===== src/f2h_pkg.sv =====
// package with types and constants for the fp32 to fp16 converter
`timescale 1ns / 1ps
package f2h_pkg;
    typedef enum logic [1:0] {
        RM_NEAREST = 2'd0,
        RM_UP      = 2'd1,
        RM_DOWN    = 2'd2,
        RM_TRUNC   = 2'd3
    } round_mode_t;

    localparam logic [7:0]  EXP_MAX    = 8'hFF;
    localparam logic [4:0]  HALF_EXP_MAX = 5'h1F;

    typedef struct packed {
        logic [1:0]  round_mode;
        logic [31:0] single_bits;
    } req_t;
endpackage


===== src/f2h_convert.sv =====
// combinational fp32 to fp16 conversion with rounding
`timescale 1ns / 1ps
module f2h_convert
    import f2h_pkg::*;
(
    input  req_t        req,
    output logic [15:0] half_bits
);
    logic        neg;
    logic [7:0]  efield;
    logic [22:0] frac;
    logic [4:0]  sh;
    logic [47:0] sig_ext;
    logic [10:0] q;
    logic        rbit;
    logic        sticky;
    logic        inc;
    logic [14:0] mag;
    logic [10:0] qn;
    logic        rn;
    logic        sn;
    logic        incn;
    logic        tiny;
    logic        zero;
    logic        nrm;

    always_comb begin
        neg    = req.single_bits[31];
        efield = req.single_bits[30:23];
        frac   = req.single_bits[22:0];
        tiny   = efield < 8'd113;
        zero   = efield < 8'd89;
        nrm    = !tiny;
        sh     = 5'(8'd113 - efield);
        sig_ext = {1'b1, frac, 24'd0} >> sh;
        q       = sig_ext[47:37];
        rbit    = sig_ext[36];
        sticky  = |sig_ext[35:0];
        case (round_mode_t'(req.round_mode))
            RM_NEAREST: inc = rbit && (sticky || q[0]);
            RM_UP:      inc = !neg && (rbit || sticky);
            RM_DOWN:    inc = neg && (rbit || sticky);
            default:    inc = 1'b0;
        endcase
        qn = {1'b0, frac[22:13]};
        rn = frac[12];
        sn = |frac[11:0];
        case (round_mode_t'(req.round_mode))
            RM_NEAREST: incn = rn && (sn || qn[0]);
            RM_UP:      incn = !neg && (rn || sn);
            RM_DOWN:    incn = neg && (rn || sn);
            default:    incn = 1'b0;
        endcase
        mag = {5'(efield - 8'd112), 10'd0} + {4'd0, qn + {10'd0, incn}};
        if (efield == EXP_MAX) begin
            half_bits = {neg, HALF_EXP_MAX, frac[22:13]};
        end else if (efield > 8'd142) begin
            half_bits = {neg, HALF_EXP_MAX, 10'd0};
        end else if (zero) begin
            half_bits = {neg, 15'd0};
        end else if (tiny && !nrm) begin
            half_bits = {neg, 4'd0, q + {10'd0, inc}};
        end else begin
            half_bits = {neg, mag};
        end
    end
endmodule


===== src/fp32_to_fp16_round_mode.sv =====
// top level: registered fp32 to fp16 converter on stream channels
// each request is held in an input register, converted, then held in an output register
// throughput: one request per cycle while the result channel does not stall, set by single-pass conversion logic
// aresetn low clears both valid flags; payload registers hold no reset
`timescale 1ns / 1ps
module fp32_to_fp16_round_mode
    import f2h_pkg::*;
(
    input  logic        aclk,
    input  logic        aresetn,
    input  logic        s_tvalid,
    output logic        s_tready,
    input  logic [39:0] s_tdata,   // single_bits[31:0], round_mode[33:32], zero pad
    output logic        m_tvalid,
    input  logic        m_tready,
    output logic [15:0] m_tdata    // half_bits[15:0]
);
    logic        in_valid_reg;
    logic        in_valid_next;
    req_t        in_req_reg;
    logic        out_valid_reg;
    logic        out_valid_next;
    logic [15:0] out_data_reg;
    logic [15:0] conv_half;
    logic        adv;

    f2h_convert u_conv (
        .req       (in_req_reg),
        .half_bits (conv_half)
    );

    assign adv      = !out_valid_reg || m_tready;
    assign s_tready = !in_valid_reg || adv;
    assign m_tvalid = out_valid_reg;
    assign m_tdata  = out_data_reg;

    always_comb begin
        in_valid_next  = in_valid_reg;
        out_valid_next = out_valid_reg;
        if (adv) begin
            out_valid_next = in_valid_reg;
        end
        if (s_tready) begin
            in_valid_next = s_tvalid;
        end
    end

    always_ff @(posedge aclk) begin
        if (!aresetn) begin
            in_valid_reg  <= 1'b0;
            out_valid_reg <= 1'b0;
        end else begin
            in_valid_reg  <= in_valid_next;
            out_valid_reg <= out_valid_next;
        end
        if (s_tready && s_tvalid) begin
            in_req_reg <= s_tdata[33:0];
        end
        if (adv && in_valid_reg) begin
            out_data_reg <= conv_half;
        end
    end
endmodule


===== config.mk =====
export PLATFORM = sky130hd
export DESIGN_NAME = fp32_to_fp16_round_mode
export DESIGN_NICKNAME = d
export VERILOG_FILES = /design/src/f2h_pkg.sv /design/src/f2h_convert.sv /design/src/fp32_to_fp16_round_mode.sv
export SDC_FILE = /design/constraint.sdc
export NUM_CORES = 1
export LEC_CHECK = 0
export BUFFER_PORTS_ARGS = -buffer_cell sky130_fd_sc_hd__buf_2
export CAP_MARGIN = 20
export CORE_MARGIN = 2
export CORE_UTILIZATION = 55
export DETAILED_ROUTE_END_ITERATION = 10
export GPL_TIMING_DRIVEN = 0
export MAX_ROUTING_LAYER = met4
export PLACE_DENSITY = 0.87
export SYNTH_ARGS = -nofsm -noshare
export SYNTH_HDL_FRONTEND = slang
export SYNTH_SLANG_ARGS = --single-unit
export TNS_END_PERCENT = 30

===== constraint.sdc =====
create_clock -name aclk -period 5.3 [get_ports aclk]
set_clock_uncertainty 0.2 [all_clocks]
set_input_delay 0.795 -clock aclk [delete_from_list [all_inputs] [get_ports aclk]]
set_output_delay 0.795 -clock aclk [all_outputs]
set_load 0.05 [all_outputs]

* Yosys cells after proc, flatten, opt, wreduce, memory -nomap -nowiden
Cells that the tools add are included.
** Word-level totals
- Register bits :: 52
- Output and inout port bits :: 18
- Word-level logic and storage cells :: 45
** Cells by class
- Add/subtract/negate cells :: 5
- $lt $le $gt $ge :: 3
- Equality and inequality tests :: 3
- Shift operators :: 1
- Mux-type cells :: 6
- Reductions and logical operators :: 21
** Operator list (number)
- 48-bit by 5-bit >> shifter with 48-bit output :: 1
- 36-bit OR reduction :: 1
- 15-bit two-way mux :: 2
- 10-bit two-way mux :: 2
- 8-bit by 7-bit < comparator with 1-bit output, second input constant :: 2
- 15-bit by 11-bit adder with 15-bit output :: 1
- 12-bit OR reduction :: 1
- 10-bit by 1-bit adder with 11-bit output :: 1
- 11-bit by 1-bit adder with 11-bit output :: 1
- 8-bit equality test, second input constant :: 1
- 8-bit greater-than comparator, second input constant :: 1
- 1-bit logical AND :: 8
- 1-bit logical OR :: 6
- 1-bit one-hot mux with 3 select lines :: 2
- 5-bit subtractor, first input constant :: 1
- 5-bit subtractor, second input constant :: 1
- 1-bit zero test :: 3
- 2-bit by 1-bit equality test with 1-bit output, second input constant :: 1
- 2-bit equality test, second input constant :: 1
- 2-bit zero test :: 1
- 2-bit OR reduction :: 1

* Depth between registers and ports, before layout
Gate-level depths: netlist of the first run.
- Depth in word-level cells :: 11
- Mapped depth :: 20

* Hierarchy
A second synthesis of the first run with hierarchy kept.
** Second synthesis, totals
- Cells, all modules :: 316
- Area, all modules :: 3439.5 sq um
** Modules (own cells, without submodules)
- f2h_convert :: instances 1, cells an instance 257, area each 1834.3 sq um, seq. area each 0.0 sq um
- fp32_to_fp16_round_mode :: instances 1, cells an instance 59, area each 1605.3 sq um, seq. area each 1541.5 sq um

* Worst setup path before layout of the first run
OpenSTA, ideal clock, no wires.
- Path type :: register -> register
- Start :: reg in_req_reg[24] in the netlist's numbering
- End :: reg out_data_reg[8], in the netlist m_tdata[8] (data pin)
- Setup time :: 0.262 ns
- Arrival time :: 3.658 ns
- Data required time :: 4.838 ns
- Setup slack :: 1.179 ns
- Stages on the path, launching flop included :: 21
- Path buffers :: 6
- Clock period less this slack :: 4.121 ns
- Cells stage by stage :: edfxtp_1 > buf_6 > buf_12 > buf_12 > inv_1 > ha_1 > buf_4 > clkbuf_1 > buf_1 > a211oi_1 > nor2_1 > a31o_2 > nand3b_1 > a21oi_1 > o31a_1 > ha_1 > ha_1 > and4_4 > nand4_1 > xnor2_1 > o21ai_0
** Between the ends
- Cells in the longest elaborated chain, start to end :: 11
- Elaborated cells between the ends (all ways) :: 18
- Classes of those cells :: 2 x add/sub; 3 x order compare; 1 x eq/ne; 1 x shift; 5 x mux; 6 x reduce/logical
** Ends and longest elaborated chain
- start, declared :: RTL line fp32_to_fp16_round_mode.sv:20 : req_t in_req_reg;
- start signal, assigned :: RTL line fp32_to_fp16_round_mode.sv:57 : in_req_reg <= s_tdata[33:0];
- 5-bit subtractor :: RTL line f2h_convert.sv:34 : sh = 5'(8'd113 - efield);
- 48-bit by 5-bit >> shifter with 48-bit output :: RTL line f2h_convert.sv:35 : sig_ext = {1'b1, frac, 24'd0} >> sh;
- 36-bit OR reduction :: RTL line f2h_convert.sv:38 : sticky = |sig_ext[35:0];
- 1-bit logical OR, on equally long branches :: RTL line f2h_convert.sv:41, f2h_convert.sv:42, f2h_convert.sv:40
- 1-bit logical AND, on equally long branches :: RTL line f2h_convert.sv:42, f2h_convert.sv:40, f2h_convert.sv:41
- 1-bit one-hot mux with 3 select lines :: RTL line f2h_convert.sv:39 : case (round_mode_t'(req.round_mode))
- 11-bit by 1-bit adder with 11-bit output :: RTL line f2h_convert.sv:62 : half_bits = {neg, 4'd0, q + {10'd0, inc}};
- 15-bit two-way mux :: RTL line f2h_convert.sv:61 : end else if (tiny && !nrm) begin
- 15-bit two-way mux :: RTL line f2h_convert.sv:59 : end else if (zero) begin
- 10-bit two-way mux :: RTL line f2h_convert.sv:57 : end else if (efield > 8'd142) begin
- 10-bit two-way mux (*) :: RTL line f2h_convert.sv:55 : if (efield == EXP_MAX) begin
- via conv_half[8] :: RTL line fp32_to_fp16_round_mode.sv:24 : logic [15:0] conv_half;
- end signal, assigned :: RTL line fp32_to_fp16_round_mode.sv:60 : out_data_reg <= conv_half;
- end, declared :: RTL line fp32_to_fp16_round_mode.sv:23 : logic [15:0] out_data_reg;
Mark *: on every way through the listed nets, which the timed path passes. The rest lies on a longest branch.
A chain may end at the register's enable or synchronous reset.

* Final worst setup path of the first run
- Start :: reg in_req_reg[24] in the netlist's numbering
- End :: reg out_data_reg[10], in the netlist m_tdata[10] (data pin)
** Between the ends
- Cells in the longest elaborated chain, start to end :: 9
- Elaborated cells between the ends (all ways) :: 17
- Classes of those cells :: 2 x add/sub; 3 x order compare; 1 x eq/ne; 1 x shift; 3 x mux; 7 x reduce/logical
** Ends and longest elaborated chain (RTL line)
- 5-bit subtractor :: f2h_convert.sv:34
- 48-bit by 5-bit >> shifter with 48-bit output :: f2h_convert.sv:35
- 36-bit OR reduction :: f2h_convert.sv:38
- 1-bit logical OR, on equally long branches :: f2h_convert.sv:41, f2h_convert.sv:42, f2h_convert.sv:40
- 1-bit logical AND, on equally long branches :: f2h_convert.sv:42, f2h_convert.sv:40, f2h_convert.sv:41
- 1-bit one-hot mux with 3 select lines :: f2h_convert.sv:39
- 11-bit by 1-bit adder with 11-bit output :: f2h_convert.sv:62
- 15-bit two-way mux :: f2h_convert.sv:61
- 15-bit two-way mux :: f2h_convert.sv:59
Parallel ways exist; a longest one is shown, timed or not.

==> impl_metrics.tcl, run 1 <==
set metrics [dict create \
    htreeDepth 2 \
    syn_avg_cell_area_um2 10.4 \
    portBuffers 55 \
    fin_crit_sh_pct 94.2 \
    cts_inserted_buffers 5 \
    die_width_um 84.2 \
    clock_latency_ns 0.31 \
    top_usage_layer "met2" \
    place_hpwl_mm 6.68 \
    clock-sinks 52 \
    grtUsageMet1_pct 34.3 \
    synth.distinct_cells 69 \
    r2r-end "m_tdata[10]$_SDFFCE_PP1P_" \
    worstReg2RegStart "in_req_reg[24]$_DFFE_PP_" \
    drive_gt1_share_pct 26.0 \
    ant_nets 0 \
    drt_iter0_markers 322 \
    drc 0 \
    leakage_nw 1.56 \
    use_met2_pct 43.9 \
    reg2reg_slack_ns 0.31 \
    crit_required_ns 5.14 \
    worstRegToRegCells 19 \
    grt_max_degree 25 \
    ys_seq_area_share_pct 43.6 \
    worstHoldPathCells 0 \
    synth-seq-cells 52 \
    fin_crit_ns 4.99 \
    tns_ns 0 \
    cts_buffer_depth 2 \
    synth_nets 392 \
    areaGrowthSynthToFinish_pct 16.1 \
    async_flop_share_pct 0 \
    core-area_um2 6280 \
    p_per_area_nw_per_um2 271 \
    critPathArrivalTime_ns 4.83 \
    grt_usage_pct 26.2 \
    setup_viol 0 \
    synth_cells 339 \
    fp.dieH_um 84.2 \
    status "complete, no violations" \
    diodes 0 \
    dieArea_um2 7090 \
    min_from "in_req_reg[31]$_DFFE_PP_" \
    gp_routability_congestion 0.975 \
    cp-end-kind "flip-flop" \
    ir_drop_mv 0.148 \
    syn-cell-area_um2 3540 \
    largest_register_ffs 34 \
    synth_edf_count 50 \
    worst_pin_slew_ns 0.632 \
    clk_pin_slew_worst_paths_ns 0.10 \
    fmax_ghz 0.200 \
    grt_pass1_wl_mm 14.3 \
    hold_viol 0 \
    fin_nets 456 \
    slew_viol_final 0 \
    cts_tree "done" \
    crit_type "reg -> reg" \
    crit_fanout 10 \
    hold_end "m_tdata[15]$_DFFE_PP_" \
    first_global_vias 2771 \
    wire_per_inst_um 18.3 \
    drt-pass1-iter-count 5 \
    cts_root_buf "clkbuf_8" \
    start_util_pct 56.4 \
    num_vias 2974 \
    final_util_pct 65.5 \
    num_rows 29 \
    synth_warnings 0 \
    antenna_found_initial 0 \
    ys.flop_type "edfxtp_1" \
    cts_hold_buf 0 \
    gr-total-overflow 0 \
    maxSlewHeadroom_pct 56.6 \
    grt_use_met3_pct 2.85 \
    hp-class "reg -> reg" \
    grt_setup_unrepaired "no" \
    setup.worst_path.start_class "flip-flop" \
    cap_violations 0 \
    routed_wl_mm 8.79 \
    ioPinCount 62 \
    via_per_inst 6.18 \
]
## through the flow
step           instance area [um^2]  std cells  setup slack [ns]  hold slack [ns]  total power [mW]
6_report                       4110        481             0.307            0.303              1.11
4_1_cts                        4100        481             0.375            0.314              1.11
5_1_grt                        4110        481            0.0142            0.340              1.15
2_1_floorplan                  3540        339              1.18            0.249             0.676
3_3_place_gp                   3910        471             0.427            0.256             0.738
3_5_place_dp                   3950        473             0.404            0.290             0.746
## layout by cell type (no fill, tap or decap), types with 3 or more instances in the layout
| cell type | Yosys | layout |
|---|---|---|
| buf_2 | 4 | 59 |
| edfxtp_1 | 50 | 50 |
| o21ai_0 | 26 | 26 |
| nand2_1 | 23 | 23 |
| nor2_1 | 23 | 23 |
| a21oi_1 | 18 | 18 |
| nor3_1 | 13 | 13 |
| xnor2_1 | 12 | 12 |
| mux2i_1 | 12 | 12 |
| inv_1 | 11 | 11 |
| ha_1 | 9 | 9 |
| clkbuf_8 | 3 | 8 |
| nand3_1 | 8 | 8 |
| and3_1 | 7 | 7 |
| clkbuf_1 | 6 | 6 |
| nor4_1 | 6 | 6 |
| a31oi_1 | 6 | 6 |
| and2_1 | 6 | 6 |
| nor3b_1 | 6 | 6 |
| buf_4 | 4 | 5 |
| nor2b_1 | 5 | 5 |
| xor2_1 | 4 | 4 |
| mux4_2 | 4 | 4 |
| o22ai_1 | 4 | 4 |
| nand4_1 | 4 | 4 |
| nand2b_1 | 3 | 3 |
| mux2_2 | 3 | 3 |
| or2_2 | 3 | 3 |
| a2111oi_0 | 3 | 3 |
| o21a_1 | 3 | 3 |
| o21ai_1 | 3 | 3 |
| o31ai_1 | 3 | 3 |
| bufinv_16 | 0 | 3 |
## cells in the mapped netlist, types with 6 or more instances
master | instances | share of area, %
inv_1 | 11 | 1.2
nand3_1 | 8 | 1.1
nor2_1 | 23 | 2.4
ha_1 | 9 | 3.2
nor3_1 | 13 | 1.8
a21oi_1 | 18 | 2.5
nor4_1 | 6 | 1.1
edfxtp_1 | 50 | 42
o21ai_0 | 26 | 3.7
clkbuf_1 | 6 | 0.64
nand2_1 | 23 | 2.4
mux2i_1 | 12 | 3.4
a31oi_1 | 6 | 1.1
and3_1 | 7 | 1.2
and2_1 | 6 | 1.1
xnor2_1 | 12 | 3.0
nor3b_1 | 6 | 1.3
## worst max path at each step
| stage | start | end | depth (start not counted) | slack [ns] |
|---|---|---|---|---|
| after floorplan | in_req_reg[24]$_DFFE_PP_ | m_tdata[8]$_DFFE_PP_ | 20 | 1.18 |
| after global placement | in_req_reg[24]$_DFFE_PP_ | m_tdata[10]$_SDFFCE_PP1P_ | 19 | 0.43 |
| after detailed placement | in_req_reg[24]$_DFFE_PP_ | m_tdata[10]$_SDFFCE_PP1P_ | 20 | 0.40 |
| after CTS | in_req_reg[24]$_DFFE_PP_ | m_tdata[10]$_SDFFCE_PP1P_ | 19 | 0.37 |
| after global routing | in_req_reg[24]$_DFFE_PP_ | m_tdata[10]$_SDFFCE_PP1P_ | 19 | 0.01 |
| final | in_req_reg[24]$_DFFE_PP_ | m_tdata[10]$_SDFFCE_PP1P_ | 19 | 0.31 |
## layout make-up
cell class / instances / area [um^2]
clock buffer: 5 / 68.8
buffer: 23 / 188
sequential: 52 / 1540
inverter: 12 / 45.0
timing repair buffer: 57 / 310
tap: 77 / 96.3
clock inverter: 3 / 90.1
fill: 503 / 2170
multi-input combinational: 252 / 1770
## critical path, cell delays in order, from the launching register on
cell       delay (ns)
edfxtp_1         0.46
buf_6            0.18
buf_12           0.14
buf_12           0.14
inv_1            0.23
ha_1             0.19
buf_4            0.15
clkbuf_1         0.46
nand2_1          0.22
o21a_1           0.24
a2111oi_2        0.39
nand2_1          0.10
a221o_1          0.31
o31a_1           0.25
ha_1             0.23
ha_1             0.24
and4_4           0.17
nand2_1          0.07
xor2_1           0.20
o221ai_1         0.15
## logic make-up after synthesis
family | count (synthesis) | share of synthesized area [%]
simple gates | 119 | 18.2
compound gates | 85 | 15.4
flops | 52 | 43.6
buf+inv | 35 | 6.58
mux | 23 | 9.12
xor+xnor | 16 | 3.96
fa+ha+maj | 9 | 3.18
## power breakdown
| part | internal (mW) | switching [mW] |
|---|---|---|
| Clock | 0.236 | 0.135 |
| Combinational | 0.0938 | 0.153 |
| Sequential | 0.479 | 0.0156 |
| Total | 0.808 | 0.304 |
## repair_timing
| item | CTS | global route |
|---|---|---|
| endpoints found under the hold margin | 0 | 0 |
| endpoints found under the setup margin | 0 | 1 |
| buffers inserted | 0 | 0 |
| gates resized for setup | 0 | 1 |
## per-layer routing
layer	vias to the layer above	share of wire [%]	wire (um)
li1	1413	-	-
met3	18	6.5	571
met4	0	2.0	172
met2	148	50	4410
met1	1395	41	3630
met5	-	0	0
Power figures use the tool's default switching activity.
==> run 2: changes to the inputs <==
clock period = 6.25 ns   (was 5.3 ns; I/O delays follow)
==> impl_metrics.tcl, run 2 (synthesized netlist as in run 1, its figures left out) <==
set metrics [dict create \
    hp-class "reg -> reg" \
    core-area_um2 6280 \
    diodes 0 \
    num_vias 2956 \
    cap_violations 0 \
    startpoint "in_req_reg[24]$_DFFE_PP_" \
    cp-end-kind "flip-flop" \
    cts_buffer_depth 2 \
    place_hpwl_mm 6.68 \
    p_per_area_nw_per_um2 230 \
    htreeDepth 2 \
    grt_pass1_wl_mm 14.3 \
    critPathArrivalTime_ns 4.84 \
    drt_iter0_markers 307 \
    crit_buf_inv 6 \
    num_rows 29 \
    fp.dieH_um 84.2 \
    final_common_cell "buf_2" \
    status "complete, no violations" \
    slew_viol_final 0 \
    reg2reg_slack_ns 1.26 \
    portBuffers 55 \
    setup_viol 0 \
    dieArea_um2 7090 \
    layout_common_cells "buf_2 (59), edfxtp_1 (50), o21ai_0 (26)" \
    clk_pin_slew_worst_paths_ns 0.10 \
    worstRegToRegCells 19 \
    grt_setup_unrepaired "no" \
    holdWs_ns 0.304 \
    wire_per_inst_um 18.3 \
    final_util_pct 65.4 \
    fin_crit_sh_pct 79.9 \
    maxSlewHeadroom_pct 54.8 \
    crit_required_ns 6.09 \
    ant_nets 0 \
    cpMaxStageDelayCell "edfxtp_1" \
    areaGrowthSynthToFinish_pct 16.0 \
    max_stage_delay_ns 0.46 \
    grt_usage_pct 26.2 \
    hold_viol 0 \
    cts_root_buf "clkbuf_8" \
    cts_setup_buffers 0 \
    start_util_pct 56.4 \
    drc 0 \
    clock-sinks 52 \
    gr-total-overflow 0 \
    ioPinCount 62 \
    fill_cells 503 \
    cts_hold_buf 0 \
    total_power_mw 0.945 \
    r2r-end "m_tdata[10]$_SDFFCE_PP1P_" \
    first_global_vias 2771 \
    fin_crit_ns 4.99 \
    fin_nets 456 \
    cts_inserted_buffers 5 \
    leakage_nw 1.56 \
    antenna_found_initial 0 \
    clock_latency_ns 0.31 \
    largest_register_ffs 34 \
    worst_pin_slew_ns 0.673 \
    crit_path_end "m_tdata[10]$_SDFFCE_PP1P_" \
    cts_tree "done" \
    grt_max_degree 25 \
    via_per_inst 6.15 \
    crit_type "reg -> reg" \
    layout_setup_ws_ns 1.26 \
    worstReg2RegStart "in_req_reg[24]$_DFFE_PP_" \
    die_width_um 84.2 \
    drt-pass1-iter-count 5 \
    gp_routability_congestion 0.975 \
    path_delay_family "compound AO/OA/AOI/OAI gates" \
    pre_cts_slack_ns 1.35 \
    path_cells "buf_6 -> buf_12 -> buf_12 -> inv_1 -> ha_1 -> buf_4 -> clkbuf_1 -> nand2_1 -> o21a_1 -> a2111oi_2 -> nand2_1 -> a221o_1 -> o31a_1 -> ha_1 -> ha_1 -> and4_4 -> nand2_1 -> xor2_1 -> o221ai_1" \
    critical_path_depth 19 \
    setup.worst_path.start_class "flip-flop" \
    fmax_ghz 0.200 \
    post_cts.resized_instances 0 \
    drive_gt1_share_pct 25.7 \
    routed_wl_mm 8.83 \
    crit_fanout 10 \
    tns_ns 0 \
    ir_drop_mv 0.127 \
]
run 2: cell counts in the layout (fill, tap and decap cells not counted):
No cell type changed its count.
run 2: metal layers:
layer  track usage, %  share of wire (%)  routed length [um]  vias to the layer above
li1                 -                  -                   -                     1407
met1             34.3                 41                3620                     1365
met2             43.9                 50                4380                      167
met3             2.85                7.7                 679                       17
met4             6.45                1.7                 147                        0
met5                -                  0                   0                        -
run 2: area by class of cell:
type                            instances  area [um^2]  area share (%)
Sequential cell                        52         1540            37.6
Clock inverter                          3         90.1            2.20
Tap cell                               77         96.3            2.35
Inverter                               12         45.0            1.10
Multi-Input combinational cell        252         1760            43.0
Clock buffer                            5         68.8            1.68
Buffer                                 23          188            4.57
Timing Repair Buffer                   57          310            7.56
run 2: report_power, final:
group,internal (mW),switching (mW)
clock network,0.200,0.116
registers,0.406,0.0132
logic,0.0793,0.130
run 2: worst min path at each step:
stage,endpoint,cells after the start,from
2_1_floorplan,m_tdata[15]$_DFFE_PP_,0,in_req_reg[31]$_DFFE_PP_
3_3_place_gp,m_tdata[15]$_DFFE_PP_,0,in_req_reg[31]$_DFFE_PP_
3_5_place_dp,m_tdata[15]$_DFFE_PP_,0,in_req_reg[31]$_DFFE_PP_
4_1_cts,m_tdata[15]$_DFFE_PP_,0,in_req_reg[31]$_DFFE_PP_
5_1_grt,m_tdata[15]$_DFFE_PP_,0,in_req_reg[31]$_DFFE_PP_
6_report,m_tdata[15]$_DFFE_PP_,0,in_req_reg[31]$_DFFE_PP_
run 2: through the flow:
step / instance area (um^2) / cells
after global routing: 4100 / 481
after floorplan: 3540 / 339
after detailed placement: 3950 / 473
after CTS: 4100 / 481
final: 4100 / 481
after global placement: 3910 / 471
==> run 3: changes to the inputs <==
CORE_UTILIZATION = 51   (was 55)
PLACE_DENSITY = 0.85   (was 0.87)
clock period = 4.28 ns   (was 6.25 ns; I/O delays follow)
==> impl_metrics.tcl, run 3 (synthesized netlist as in run 1, its figures left out) <==
set metrics [dict create \
    grt_max_degree 25 \
    seqCellArea_um2 1540 \
    power.share.clock_pct 26.3 \
    antenna_found_initial 0 \
    crit_required_ns 4.13 \
    holdWs_ns 0.296 \
    areaGrowthSynthToFinish_pct 20.1 \
    dpl_cell_area_um2 3950 \
    total_power_mw 1.29 \
    num_vias 3014 \
    die_width_um 87.3 \
    setup.worst_path.start_class "flip-flop" \
    cts_inserted_buffers 5 \
    fp.dieH_um 87.3 \
    cp-end-kind "flip-flop" \
    maxSlewHeadroom_pct 44.7 \
    routed_wl_mm 8.65 \
    p_int_mw 0.903 \
    drc 0 \
    fin_crit_sh_pct 96.8 \
    layout_setup_ws_ns 0.137 \
    clk_pin_slew_worst_paths_ns 0.09 \
    crit_type "reg -> reg" \
    gp_routability_congestion 0.972 \
    fill_cells 554 \
    core-area_um2 6760 \
    multi_input_area_um2 1850 \
    ioPinCount 62 \
    place_hpwl_mm 6.39 \
    switching_share_pct 29.9 \
    p_comb_share_pct 26.1 \
    power.share.sequential_pct 47.6 \
    crit_fanout 10 \
    hold_viol 0 \
    gr-total-overflow 0 \
    final_area_um2 4250 \
    fin_nets 466 \
    setup_viol 0 \
    status "complete, no violations" \
    clock-sinks 52 \
    p_sw_mw 0.384 \
    cts_tree "done" \
    ir_drop_mv 0.185 \
    worst_pin_slew_ns 0.806 \
    drt_iter0_markers 221 \
    max_stage_delay_ns 0.42 \
    drt-pass1-iter-count 5 \
    fmax_ghz 0.241 \
    clock_latency_ns 0.31 \
    final_common_cell "buf_2" \
    grt_usage_pct 23.9 \
    dieArea_um2 7620 \
    num_rows 30 \
    pre_cts_slack_ns -0.574 \
    start_util_pct 52.4 \
    p_per_area_nw_per_um2 303 \
    critPathArrivalTime_ns 3.99 \
    grt_pass1_wl_mm 13.8 \
    via_per_inst 6.10 \
    first_global_vias 2826 \
    layout_common_cells "buf_2 (59), edfxtp_1 (50), o21ai_0 (26)" \
    wire_per_inst_um 17.5 \
    htreeDepth 2 \
    slew_viol_final 0 \
    cap_violations 0 \
    leakage_nw 1.59 \
    drive_gt1_share_pct 30.9 \
    diodes 0 \
    grt_setup_unrepaired "no" \
    path_cells "buf_6 -> buf_12 -> buf_12 -> clkinvlp_4 -> ha_4 -> buf_6 -> inv_8 -> mux4_2 -> a2111oi_4 -> nand2_1 -> a221o_1 -> o31a_1 -> ha_4 -> ha_4 -> and4_4 -> nand2_1 -> xor2_1 -> o221ai_1" \
    path_common_cell "ha_4" \
    final_util_pct 62.9 \
    cpMaxStageDelayCell "edfxtp_1" \
    cts_buffer_depth 2 \
    fin_crit_ns 4.14 \
    hp-class "reg -> reg" \
    largest_register_ffs 34 \
    cts_root_buf "clkbuf_8" \
    ant_nets 0 \
    portBuffers 55 \
]
==> run 3: power by group through the flow <==
stage               Sequential (mW)  Combinational [mW]  Clock (mW)
finish                        0.612               0.336       0.338
global route                  0.616               0.364       0.360
CTS                           0.612               0.313       0.346
detailed placement            0.624               0.297           0
global placement              0.623               0.287           0
floorplan                     0.651               0.186           0
==> run 3: layer usage <==
metal	share of wire [%]	routed length (um)	track usage, %
met5	0	0	-
met4	2.0	174	7.69
met3	7.3	631	3.79
met2	48	4160	38.8
met1	43	3680	30.7
==> run 3: through the flow <==
| stage | setup TNS (ns) | cells |
|---|---|---|
| 4_1_cts | 0 | 488 |
| 3_5_place_dp | -2.87 | 476 |
| 3_3_place_gp | -3.14 | 474 |
| 5_1_grt | 0 | 494 |
| 6_report | 0 | 494 |
| 2_1_floorplan | 0 | 339 |
==> run 3: final timing paths <==
kind / startpoint / endpoint / slack (ns) / depth (start not counted)
max: in_req_reg[24]$_DFFE_PP_ / m_tdata[10]$_SDFFCE_PP1P_ / 0.14 / 18
min: in_req_reg[31]$_DFFE_PP_ / m_tdata[15]$_DFFE_PP_ / 0.30 / 0
max reg2reg: in_req_reg[24]$_DFFE_PP_ / m_tdata[10]$_SDFFCE_PP1P_ / 0.14 / 18
min reg2reg: in_req_reg[31]$_DFFE_PP_ / m_tdata[15]$_DFFE_PP_ / 0.30 / 0
==> run 3: cell type report <==
cell class / count / area share, %
Sequential cell: 52 / 36.3
Tap cell: 80 / 2.36
Buffer: 23 / 4.92
Clock buffer: 5 / 1.62
Inverter: 12 / 1.32
Multi-Input combinational cell: 252 / 43.5
Timing Repair Buffer: 67 / 9.07
Clock inverter: 3 / 1.00
==> run 3: timing repair <==
item / CTS / global route
hold buffers: 0 / 0
gates cloned: 0 / 0
pin swaps: 3 / 10
gates resized for setup: 13 / 15
endpoints found under the setup margin: 11 / 4
buffers inserted: 4 / 6
==> run 3: worst max-delay path, delay by kind of cell, from the launching register on <==
family / cells / cell delay [ns]
AOI/OAI and AO/OA: 4 / 1.13
xor gates and xnor gates: 1 / 0.17
adders and majority gates: 3 / 0.56
buffers and inverters: 6 / 0.74
DFF: 1 / 0.42
muxes: 1 / 0.35
and+or+nand+nor: 3 / 0.31
